<file path="config.mk">
export PLATFORM = sky130hd
export DESIGN_NAME = bitbang_i2c_master_phases
export DESIGN_NICKNAME = d
export VERILOG_FILES = /design/src/rtl/bbi2c_pkg.sv /design/src/rtl/bbi2c_fifo.sv /design/src/rtl/bbi2c_front.sv /design/src/rtl/bbi2c_back.sv /design/src/rtl/bitbang_i2c_master_phases.sv
export SDC_FILE = /design/constraint.sdc
export NUM_CORES = 1
export LEC_CHECK = 0
export BUFFER_PORTS_ARGS = -buffer_cell sky130_fd_sc_hd__buf_2
export CORE_MARGIN = 2
export CORE_UTILIZATION = 61
export DETAILED_ROUTE_END_ITERATION = 6
export PLACE_DENSITY_LB_ADDON = 0.2
export SLEW_MARGIN = 5
export SYNTH_ARGS = -nofsm -noshare
export SYNTH_HDL_FRONTEND = slang
export SYNTH_SLANG_ARGS = --single-unit
</file>
<file path="constraint.sdc">
create_clock -name clk_i -period 8 [get_ports clk_i]
set_input_delay 1.6 -clock clk_i [delete_from_list [all_inputs] [get_ports clk_i]]
set_output_delay 1.6 -clock clk_i [all_outputs]
set_load 0.03 [all_outputs]
</file>
<file path="src/rtl/bbi2c_pkg.sv">
package bbi2c_pkg;

  localparam int unsigned CmdDepth = 2;
  localparam int unsigned OutDepth = 2;
  localparam int unsigned PhaseW   = 5;

  localparam logic [PhaseW-1:0] StartLast = PhaseW'(3);
  localparam logic [PhaseW-1:0] StopLast  = PhaseW'(2);
  localparam logic [PhaseW-1:0] ByteLast  = PhaseW'(17);
  localparam logic [PhaseW-1:0] AckPhase  = PhaseW'(16);

  localparam logic AckLevel  = 1'b0;
  localparam logic NackLevel = 1'b1;

  typedef enum logic [2:0] {
    ActStart    = 3'd0,
    ActStop     = 3'd1,
    ActWrite    = 3'd2,
    ActReadAck  = 3'd3,
    ActReadNack = 3'd4
  } action_e;

  typedef struct packed {
    action_e    kind;
    logic       first_scl;
    logic [7:0] tx_byte;
    logic [7:0] slave_byte;
  } cmd_t;

  typedef struct packed {
    logic       scl_level;
    logic       sda_level;
    logic       sda_is_input;
    logic [7:0] read_data;
    logic       last_phase;
  } phase_t;

endpackage

</file>
<file path="src/rtl/bbi2c_fifo.sv">
module bbi2c_fifo #(
  parameter int unsigned Width = 8,
  parameter int unsigned Depth = 2
) (
  input  logic             clk_i,
  input  logic             rst_ni,
  input  logic             push_i,
  input  logic [Width-1:0] data_i,
  output logic             full_o,
  input  logic             pop_i,
  output logic             empty_o,
  output logic [Width-1:0] data_o
);

  localparam int unsigned AddrW = (Depth > 1) ? $clog2(Depth) : 1;
  localparam int unsigned CntW  = $clog2(Depth + 1);

  logic [Width-1:0] mem_q [Depth];
  logic [AddrW-1:0] wr_q, wr_d, rd_q, rd_d;
  logic [CntW-1:0]  cnt_q, cnt_d;
  logic             do_push, do_pop;

  assign full_o  = (cnt_q == CntW'(Depth));
  assign empty_o = (cnt_q == '0);
  assign data_o  = mem_q[rd_q];
  assign do_push = push_i && !full_o;
  assign do_pop  = pop_i && !empty_o;

  always_comb begin
    wr_d  = wr_q;
    rd_d  = rd_q;
    cnt_d = cnt_q;
    if (do_push) begin
      wr_d = (wr_q == AddrW'(Depth - 1)) ? '0 : wr_q + AddrW'(1);
    end
    if (do_pop) begin
      rd_d = (rd_q == AddrW'(Depth - 1)) ? '0 : rd_q + AddrW'(1);
    end
    if (do_push && !do_pop) begin
      cnt_d = cnt_q + CntW'(1);
    end else if (do_pop && !do_push) begin
      cnt_d = cnt_q - CntW'(1);
    end
  end

  always_ff @(posedge clk_i or negedge rst_ni) begin
    if (!rst_ni) begin
      wr_q  <= '0;
      rd_q  <= '0;
      cnt_q <= '0;
    end else begin
      wr_q  <= wr_d;
      rd_q  <= rd_d;
      cnt_q <= cnt_d;
    end
  end

  always_ff @(posedge clk_i) begin
    if (do_push) begin
      mem_q[wr_q] <= data_i;
    end
  end

endmodule

</file>
<file path="src/rtl/bbi2c_front.sv">
module bbi2c_front (
  input  logic              clk_i,
  input  logic              rst_ni,
  input  logic              push_i,
  input  logic [2:0]        action_i,
  input  logic [7:0]        tx_byte_i,
  input  logic [7:0]        slave_byte_i,
  input  logic              cmd_full_i,
  output logic              cmd_push_o,
  output bbi2c_pkg::cmd_t   cmd_o
);

  import bbi2c_pkg::*;

  logic scl_line_q, scl_line_d;
  logic known;
  logic take;

  assign take = push_i && !cmd_full_i;

  always_comb begin
    known      = 1'b1;
    scl_line_d = 1'b0;
    unique case (action_i)
      ActStart:    scl_line_d = 1'b0;
      ActStop:     scl_line_d = 1'b1;
      ActWrite:    scl_line_d = 1'b0;
      ActReadAck:  scl_line_d = 1'b0;
      ActReadNack: scl_line_d = 1'b0;
      default: begin
        known      = 1'b0;
        scl_line_d = scl_line_q;
      end
    endcase
  end

  assign cmd_push_o       = take && known;
  assign cmd_o.kind       = action_e'(action_i);
  assign cmd_o.first_scl  = scl_line_q;
  assign cmd_o.tx_byte    = tx_byte_i;
  assign cmd_o.slave_byte = slave_byte_i;

  // SCL level left by the previous command, in request order
  always_ff @(posedge clk_i or negedge rst_ni) begin
    if (!rst_ni) begin
      scl_line_q <= 1'b1;
    end else if (take) begin
      scl_line_q <= scl_line_d;
    end
  end

endmodule

</file>
<file path="src/rtl/bbi2c_back.sv">
module bbi2c_back (
  input  logic              clk_i,
  input  logic              rst_ni,
  input  logic              cmd_empty_i,
  input  bbi2c_pkg::cmd_t   cmd_i,
  output logic              cmd_pop_o,
  input  logic              out_full_i,
  output logic              out_push_o,
  output bbi2c_pkg::phase_t phase_o
);

  import bbi2c_pkg::*;

  logic              busy_q;
  cmd_t              cmd_q;
  logic [PhaseW-1:0] phase_q;
  logic              emit, is_last, load;
  logic              ack_lvl, tx_bit;

  assign ack_lvl = (cmd_q.kind == ActReadAck) ? AckLevel : NackLevel;
  assign tx_bit  = cmd_q.tx_byte[3'(3'd7 - phase_q[3:1])];

  always_comb begin
    phase_o = '0;
    is_last = 1'b0;
    unique case (cmd_q.kind)
      ActStart: begin
        is_last = (phase_q == StartLast);
        unique case (phase_q[1:0])
          2'd0: begin
            phase_o.scl_level = cmd_q.first_scl;
            phase_o.sda_level = 1'b1;
          end
          2'd1: begin
            phase_o.scl_level = 1'b1;
            phase_o.sda_level = 1'b1;
          end
          2'd2: begin
            phase_o.scl_level = 1'b1;
            phase_o.sda_level = 1'b0;
          end
          default: begin
            phase_o.scl_level = 1'b0;
            phase_o.sda_level = 1'b0;
          end
        endcase
      end
      ActStop: begin
        is_last = (phase_q == StopLast);
        phase_o.scl_level = (phase_q == '0) ? cmd_q.first_scl : 1'b1;
        phase_o.sda_level = is_last;
      end
      ActWrite: begin
        is_last = (phase_q == ByteLast);
        phase_o.scl_level = ~phase_q[0];
        phase_o.sda_level = (phase_q < AckPhase) ? tx_bit : 1'b1;
      end
      default: begin
        is_last = (phase_q == ByteLast);
        if (phase_q < AckPhase) begin
          phase_o.scl_level    = phase_q[0] ? 1'b1 :
                                 ((phase_q == '0) ? cmd_q.first_scl : 1'b0);
          phase_o.sda_level    = 1'b1;
          phase_o.sda_is_input = 1'b1;
        end else begin
          phase_o.scl_level = ~phase_q[0];
          phase_o.sda_level = ack_lvl;
          phase_o.read_data = is_last ? cmd_q.slave_byte : 8'd0;
        end
      end
    endcase
    phase_o.last_phase = is_last;
  end

  assign emit       = busy_q && !out_full_i;
  assign out_push_o = emit;
  assign load       = !cmd_empty_i && (!busy_q || (emit && is_last));
  assign cmd_pop_o  = load;

  always_ff @(posedge clk_i or negedge rst_ni) begin
    if (!rst_ni) begin
      busy_q  <= 1'b0;
      phase_q <= '0;
    end else if (load) begin
      busy_q  <= 1'b1;
      phase_q <= '0;
    end else if (emit && is_last) begin
      busy_q  <= 1'b0;
    end else if (emit) begin
      phase_q <= phase_q + PhaseW'(1);
    end
  end

  always_ff @(posedge clk_i) begin
    if (load) begin
      cmd_q <= cmd_i;
    end
  end

endmodule

</file>
<file path="src/rtl/bitbang_i2c_master_phases.sv">
// I2C master line sequencer. Each request on the push side is one command
// (start, stop, write byte, read with ACK, read with NACK) and yields one result
// per line phase on the pop side: start 4 phases, stop 3, byte commands 18.
// The phase sequencer emits one phase per clock while the result queue has room,
// and the next queued command is loaded as the last phase of the current one is
// emitted. A full result queue holds the sequencer on its current phase until a
// result is popped. A small command queue in front and a result queue behind let
// requests be taken while results wait to be popped. Action codes 5 to 7 are
// accepted and dropped without any result. SDA level 1 means released; the read
// byte is given on the last phase of a read and is 0 elsewhere.
module bitbang_i2c_master_phases #(
  parameter int unsigned CmdQDepth = bbi2c_pkg::CmdDepth,
  parameter int unsigned OutQDepth = bbi2c_pkg::OutDepth
) (
  input  logic       clk_i,
  input  logic       rst_ni,
  input  logic       push,
  output logic       full,
  input  logic [2:0] action_i,
  input  logic [7:0] tx_byte_i,
  input  logic [7:0] slave_byte_i,
  output logic       empty,
  input  logic       pop,
  output logic       scl_level_o,
  output logic       sda_level_o,
  output logic       sda_is_input_o,
  output logic [7:0] read_data_o,
  output logic       last_phase_o
);

  import bbi2c_pkg::*;

  cmd_t   cmd_in, cmd_out;
  phase_t phase_in, phase_out;
  logic   cmd_push, cmd_pop, cmd_full, cmd_empty;
  logic   out_push, out_full;

  assign full = cmd_full;

  bbi2c_front u_front (
    .clk_i        (clk_i),
    .rst_ni       (rst_ni),
    .push_i       (push),
    .action_i     (action_i),
    .tx_byte_i    (tx_byte_i),
    .slave_byte_i (slave_byte_i),
    .cmd_full_i   (cmd_full),
    .cmd_push_o   (cmd_push),
    .cmd_o        (cmd_in)
  );

  bbi2c_fifo #(
    .Width ($bits(cmd_t)),
    .Depth (CmdQDepth)
  ) u_cmd_q (
    .clk_i   (clk_i),
    .rst_ni  (rst_ni),
    .push_i  (cmd_push),
    .data_i  (cmd_in),
    .full_o  (cmd_full),
    .pop_i   (cmd_pop),
    .empty_o (cmd_empty),
    .data_o  (cmd_out)
  );

  bbi2c_back u_back (
    .clk_i       (clk_i),
    .rst_ni      (rst_ni),
    .cmd_empty_i (cmd_empty),
    .cmd_i       (cmd_out),
    .cmd_pop_o   (cmd_pop),
    .out_full_i  (out_full),
    .out_push_o  (out_push),
    .phase_o     (phase_in)
  );

  bbi2c_fifo #(
    .Width ($bits(phase_t)),
    .Depth (OutQDepth)
  ) u_out_q (
    .clk_i   (clk_i),
    .rst_ni  (rst_ni),
    .push_i  (out_push),
    .data_i  (phase_in),
    .full_o  (out_full),
    .pop_i   (pop),
    .empty_o (empty),
    .data_o  (phase_out)
  );

  assign scl_level_o    = phase_out.scl_level;
  assign sda_level_o    = phase_out.sda_level;
  assign sda_is_input_o = phase_out.sda_is_input;
  assign read_data_o    = phase_out.read_data;
  assign last_phase_o   = phase_out.last_phase;

endmodule
</file>
==> results of run 1 <==
==> per-layer routing <==
layer	up-vias	GRT usage	routed length, um
met5	-	0	0
met4	0	0.08658	123
met3	13	0.04042	297
met2	64	0.3044	3038
met1	1006	0.2181	2622
li1	1028	-	-
==> through the flow <==
| step | std cells | hold slack (ns) | cell area [um2] | power [uW] | util |
|---|---|---|---|---|---|
| 5_1_grt | 372 | 0.5310 | 4538 | 1784 | 0.7066 |
| 3_3_place_gp | 356 | 0.4743 | 4339 | 1363 | 0.6756 |
| 4_1_cts | 372 | 0.5222 | 4538 | 1702 | 0.7066 |
| 3_5_place_dp | 356 | 0.5025 | 4339 | 1388 | 0.6756 |
| 2_1_floorplan | 249 | 0.4603 | 4094 | 1247 | - |
| 6_report | 372 | 0.5170 | 4538 | 1689 | 0.7066 |
==> path summary, 6_finish.rpt <==
path	to	cells after the start	slack, ns
min in group asynchronous	u_cmd_q.cnt_q[1]$_DFFE_PN0P_	1	1.14
hold reg to reg	u_cmd_q.wr_q$_DFFE_PN0P_	1	0.52
setup / recovery	scl_level_o	2	4.76
max in group asynchronous	u_front.scl_line_q$_DFFE_PN1P_	1	6.56
hold / removal	u_cmd_q.wr_q$_DFFE_PN0P_	1	0.52
setup reg to reg	u_cmd_q.cnt_q[1]$_DFFE_PN0P_	9	4.94
==> cells in the mapped netlist, drive strengths merged (2+ instances only) <==
cell type and number:
edfxtp 84, mux2 34, dfrtp 14, nor2 14, and2 10, inv 8, ha 7, o21ai 7
xor2 7, buf 6, xnor2 5, a21oi 4, nand2 4, nand4 4, a31oi 3, and3 3
nand3 3, nor3 3, a21boi 2, clkbuf 2, mux4 2, nand2b 2, nor4 2, o211ai 2
or2 2
==> power groups by stage <==
stage	Sequential, uW	Combinational (uW)	Clock, uW
floorplan	798	449	0
global placement	851	512	0
detailed placement	861	527	0
CTS	850	532	320
global route	866	579	339
finish	848	529	313
==> sequential cells by signal, summed over array words and instances (netlist names) <==
register / flops
u_front.scl_line_q: 1
u_out_q.cnt_q: 2
u_cmd_q.wr_q: 1
u_out_q.rd_q: 1
u_cmd_q.mem_q: 40
u_back.cmd_q: 20
u_back.phase_q: 5
u_out_q.mem_q: 24
u_out_q.wr_q: 1
u_cmd_q.rd_q: 1
u_back.busy_q: 1
u_cmd_q.cnt_q: 2
==> cells by family (layout without fill, tap and decap cells) <==
logic type,after synthesis,in the layout
DFF,99,99
and+or+nand+nor,52,52
muxes,37,37
AOI/OAI and AO/OA,26,26
buffers and inverters,16,62
xor gates and xnor gates,12,12
adders and majority gates,7,7
==> cell type report <==
| class | count | area, um2 |
|---|---|---|
| Sequential cell | 99 | 2899 |
| Fill cell | 427 | 1884 |
| Multi-Input combinational cell | 134 | 1119 |
| Timing Repair Buffer | 38 | 195.2 |
| Clock buffer | 9 | 123.9 |
| Tap cell | 77 | 96.34 |
| Clock inverter | 7 | 75.07 |
| Inverter | 8 | 30.03 |
==> flow_summary_export.csv, run 1 <==
group,metric,value,unit
power_and_ir_drop,powerDensity,372.3,nW/um2
synthesis,synthTopCellsByArea,"edfxtp_1, dfrtp_1, mux2_1, mux2_2, ha_1",
sta,setup_viol,0,
critical_path,start_kind,"flop",
power_and_ir_drop,internal_power,1098,uW
grt,grt_max_degree,22,
critical_path,rr_startpoint,"u_back.phase_q[1]$_DFFE_PN0P_",
synthesis,postSynthCellCount,249,
synthesis,ys_types,48,
grt,grt-ovfl-total,0,
synthesis,synthesis.nets,279,
place,gp_congestion,0.9086,
sta,fin_ws,4.758,ns
clock_tree,cts_tree,"yes",
synthesis,synth_fa_ha_area_frac,0.02139,
grt,antenna_found_initial,0,
critical_path,cpLargestDelayFamily,"flip-flops",
critical_path,cp_max_fo,13,
synthesis,synth_compound_area_frac,0.04645,
clock_tree,h-tree-depth,3,
sta,hold_viol_final,0,
cells_and_area,mostFrequentLayoutCell,"edfxtp_1",
place,post-dp-hpwl,3.949,mm
synthesis,synth.mux.area_fraction,0.1088,
cells_and_area,most-common-layout-cells,"edfxtp_1, buf_2, mux2_1",
clock_tree,clk_pin_slew_worst_paths,0.09,ns
clock_tree,cts_buffers,9,
cells_and_area,n_antenna_cell,0,
routing,drt_pass1_iterations,4,
clock_tree,cts.repair.resized,0,
critical_path,cp_slowest_cell,"dfrtp_1",
critical_path,cpPeakStageDelay,0.71,ns
sta,period_minus_slack,3.242,ns
routing,drt-initial-drc-count,159,
worst_hold_path,hold_class,"flop to flop",
floorplan,start_util,0.6374,
power_and_ir_drop,pwr-share-comb,0.313,
routing,drc,0,
critical_path,cp_data_required_time,6.40,ns
routing,wl_per_cell,16.35,um
synthesis,synth_top_family_by_area,"multiplexers",
floorplan,dieArea,7382,um2
synthesis,ys.flop_type,"edfxtp_1",
sta,report.final.slew_viol_count,0,
sta,period_share,0.4052,
critical_path,critPathCaptureType,"primary output",
synthesis,synth_seq_cells,99,
synthesis,syn-cell-area,4094,um2
synthesis,synth_area_leader_cell,"edfxtp_1",
synthesis,synth_simple_gate_area_share,0.07090,
routing,vias,2111,
clock_tree,cts_root_buffer,"clkbuf_8",
sta,clock_skew,0.01226,ns
cells_and_area,layout-drive-gt1-share,0.2407,
critical_path,worstSetupPathType,"flop to primary output",
critical_path,path_cells,"mux2_2 > buf_2",
sta,relSlewSlack,0.3367,
power_and_ir_drop,power_leakage,0.001680,uW
flow_run,cap_violations,0,
power_and_ir_drop,max-vdd-ir-drop,0.2356,mV
power_and_ir_drop,swShare,0.3499,
floorplan,ios,37,
synthesis,synth-edff-count,84,
clock_tree,cts_buffer_depth,2,
critical_path,worst-path-buf-inv,1,
status,status,"finished, final reports clean",
place,port_buffers,36,
grt,grt_use_total,0.1796,
worst_hold_path,hp-start,"u_cmd_q.wr_q$_DFFE_PN0P_",
clock_tree,cts_setup_buffers,0,
routing,viasPerCell,5.675,
synthesis,yosys_warnings,0,
power_and_ir_drop,pwr-share-seq,0.502,
clock_tree,cts_sinks,99,
grt,grt_pass1_wl,10.05,mm
sta,max_freq,308.5,MHz
grt,grt_pass1_vias,2171,
sta,worst_pin_slew,0.9913,ns
routing,ant_nets,0,
floorplan,die_x,85.92,um
sta,timing.setup.tns,0,ns
clock_tree,postCtsHoldBufs,0,
floorplan,coreArea,6422,um2
power_and_ir_drop,switchingPower,591.0,uW
cells_and_area,finalNetCount,320,
routing,wl,6.082,mm
synthesis,synth-xor-area-share,0.02567,
floorplan,rows,29,
place,place_ws,4.718,ns
floorplan,fp.dieH,85.92,um
clock_tree,clock_latency,0.35,ns
synthesis,synth_top_area_share,0.6161,
synthesis,seq_area_frac_synth,0.7081,
critical_path,arrival,1.64,ns
synthesis,syn_avg_cell_area,16.44,um2
sta,rsz0062_at_grt,"no",
synthesis,synth-async-reset-ratio,0.1515,
cells_and_area,area_growth,10.85,%
critical_path,startpoint,"u_out_q.rd_q$_DFFE_PN0P_",
power_and_ir_drop,p_clk_frac,0.185,
Note: power is estimated with default switching activity, not from simulation.
==> run 2, diff against run 1 <==
--- a/config.mk
+++ b/config.mk
@@ -7,7 +7,7 @@
 export LEC_CHECK = 0
 export BUFFER_PORTS_ARGS = -buffer_cell sky130_fd_sc_hd__buf_2
 export CORE_MARGIN = 2
-export CORE_UTILIZATION = 61
+export CORE_UTILIZATION = 53
 export DETAILED_ROUTE_END_ITERATION = 6
 export PLACE_DENSITY_LB_ADDON = 0.2
 export SLEW_MARGIN = 5
==> constraint.sdc (replaced) <==
create_clock -name clk_i -period 2.95 [get_ports clk_i]
set_input_delay 0.59 -clock clk_i [delete_from_list [all_inputs] [get_ports clk_i]]
set_output_delay 0.59 -clock clk_i [all_outputs]
set_load 0.03 [all_outputs]
==> flow_summary_export.csv, run 2 (synthesis results as in run 1) <==
group,metric,value,unit
routing,drc,0,
status,status,"finished, final reports clean",
critical_path,critPathCaptureType,"flop",
cells_and_area,finalNetCount,322,
power_and_ir_drop,power_leakage,0.001685,uW
flow_run,cap_violations,0,
clock_tree,cts_buffer_depth,2,
place,place_ws,0.6975,ns
place,gp_congestion,0.9626,
clock_tree,cts.repair.resized,0,
routing,vias,2097,
worst_hold_path,hold_class,"input port to asynchronous set/reset pin",
clock_tree,cts_setup_buffers,0,
floorplan,die_x,91.89,um
sta,fin_ws,0.6606,ns
power_and_ir_drop,powerDensity,985.8,nW/um2
power_and_ir_drop,power,4503,uW
floorplan,rows,32,
sta,period_minus_slack,2.289,ns
floorplan,start_util,0.5382,
grt,grt_pass1_vias,1955,
clock_tree,clk_pin_slew_worst_paths,0.09,ns
cells_and_area,mostFrequentLayoutCell,"edfxtp_1",
cells_and_area,largest_reg_flops,40,
floorplan,dieArea,8444,um2
critical_path,arrival,2.57,ns
routing,wl_per_cell,15.04,um
clock_tree,cts_sinks,99,
sta,hold_viol_final,0,
sta,rsz0062_at_grt,"no",
cells_and_area,most-common-layout-cells,"edfxtp_1, buf_2, mux2_1",
sta,relSlewSlack,0.4291,
critical_path,cp_data_required_time,3.23,ns
critical_path,start_kind,"flop",
clock_tree,cts_tree,"yes",
routing,viasPerCell,5.256,
sta,max_freq,436.8,MHz
power_and_ir_drop,max-vdd-ir-drop,0.4448,mV
floorplan,fp.dieH,91.89,um
cells_and_area,top_register,"u_cmd_q.mem_q",
clock_tree,cts_buffers,9,
grt,grt-ovfl-total,0,
cells_and_area,n_antenna_cell,0,
routing,drt-initial-drc-count,144,
grt,antenna_found_initial,0,
floorplan,coreArea,7607,um2
critical_path,cp_max_fo,9,
cells_and_area,final_area,4568,um2
floorplan,ios,37,
clock_tree,h-tree-depth,3,
routing,wl,6.001,mm
grt,grt_pass1_wl,9.708,mm
sta,clock_skew,0.01197,ns
sta,period_share,0.7761,
place,placed_area,4385,um2
clock_tree,clock_latency,0.36,ns
sta,report.final.slew_viol_count,0,
routing,drt_pass1_iterations,4,
place,post-dp-hpwl,3.965,mm
sta,timing.setup.tns,0,ns
sta,worst_pin_slew,0.8564,ns
clock_tree,cts_root_buffer,"clkbuf_8",
place,port_buffers,36,
cells_and_area,layout-drive-gt1-share,0.2458,
critical_path,worstSetupPathType,"flop to flop",
cells_and_area,area_growth,11.58,%
sta,setup_viol,0,
cells_and_area,reg_top3,"u_cmd_q.mem_q x40, u_out_q.mem_q x24, u_back.cmd_q x20",
clock_tree,postCtsHoldBufs,0,
grt,grt_max_degree,27,
sta,whs,0.1304,ns
routing,ant_nets,0,
grt,grt_use_total,0.1521,
==> run 2: changes by cell type in the layout (fill, tap and decap cells not counted), sizes merged <==
cell | before | now
clkbuf | 9 | 10
inv | 10 | 11
clkinvlp | 1 | 0
buf | 38 | 40
bufinv | 1 | 0
==> run 2: path summary, 6_finish.rpt <==
check | depth (start not counted) | startpoint | end | slack [ns]
worst max register to register | 10 | u_back.phase_q[0]$_DFFE_PN0P_ | u_cmd_q.cnt_q[1]$_DFFE_PN0P_ | 0.66
min in group clk_i | 2 | push | u_front.scl_line_q$_DFFE_PN1P_ | 0.40
max in group asynchronous | 1 | rst_ni | u_front.scl_line_q$_DFFE_PN1P_ | 2.52
worst min register to register | 1 | u_cmd_q.wr_q$_DFFE_PN0P_ | u_cmd_q.wr_q$_DFFE_PN0P_ | 0.49
worst max-delay path | 10 | u_back.phase_q[0]$_DFFE_PN0P_ | u_cmd_q.cnt_q[1]$_DFFE_PN0P_ | 0.66
worst min-delay path | 1 | rst_ni | u_cmd_q.wr_q$_DFFE_PN0P_ | 0.13
==> run 2: critical path, stage by stage, from the launching register on <==
cell,delay [ns]
dfrtp_1,0.48
inv_1,0.17
ha_1,0.21
mux2_2,0.20
nand2_1,0.14
a311oi_4,0.32
inv_2,0.05
ha_1,0.21
xor2_1,0.14
nor2_1,0.13
xor2_1,0.16
==> run 2: metal layers <==
metal | global-route usage | up-vias | wire length, um
met1 | 0.1932 | 1002 | 2727
met3 | 0.03287 | 12 | 262
li1 | - | 1031 | -
met5 | 0 | - | 0
met4 | 0.08085 | 0 | 104
met2 | 0.2463 | 52 | 2907
==> run 2: area by class of cell <==
type / count / area, um2
clock buffer: 10 / 127.6
tap: 102 / 127.6
fill: 587 / 3039
clock inverter: 6 / 55.05
sequential: 99 / 2899
timing repair buffer: 40 / 210.2
multi-input combinational: 134 / 1119
inverter: 8 / 30.03
==> run 2: metrics by stage <==
step,instances,utilization
floorplan,249,-
global placement,383,0.5765
detailed placement,383,0.5765
CTS,399,0.6005
global route,399,0.6005
finish,399,0.6005
==> run 2: where the power goes <==
group	total, uW	switching [uW]	internal, uW	leakage [uW]
combinational	1450	852	595	0.000636
sequential	2280	279	2000	0.000956
clock	781	458	323	0.0000934
total	4500	1590	2910	0.00168
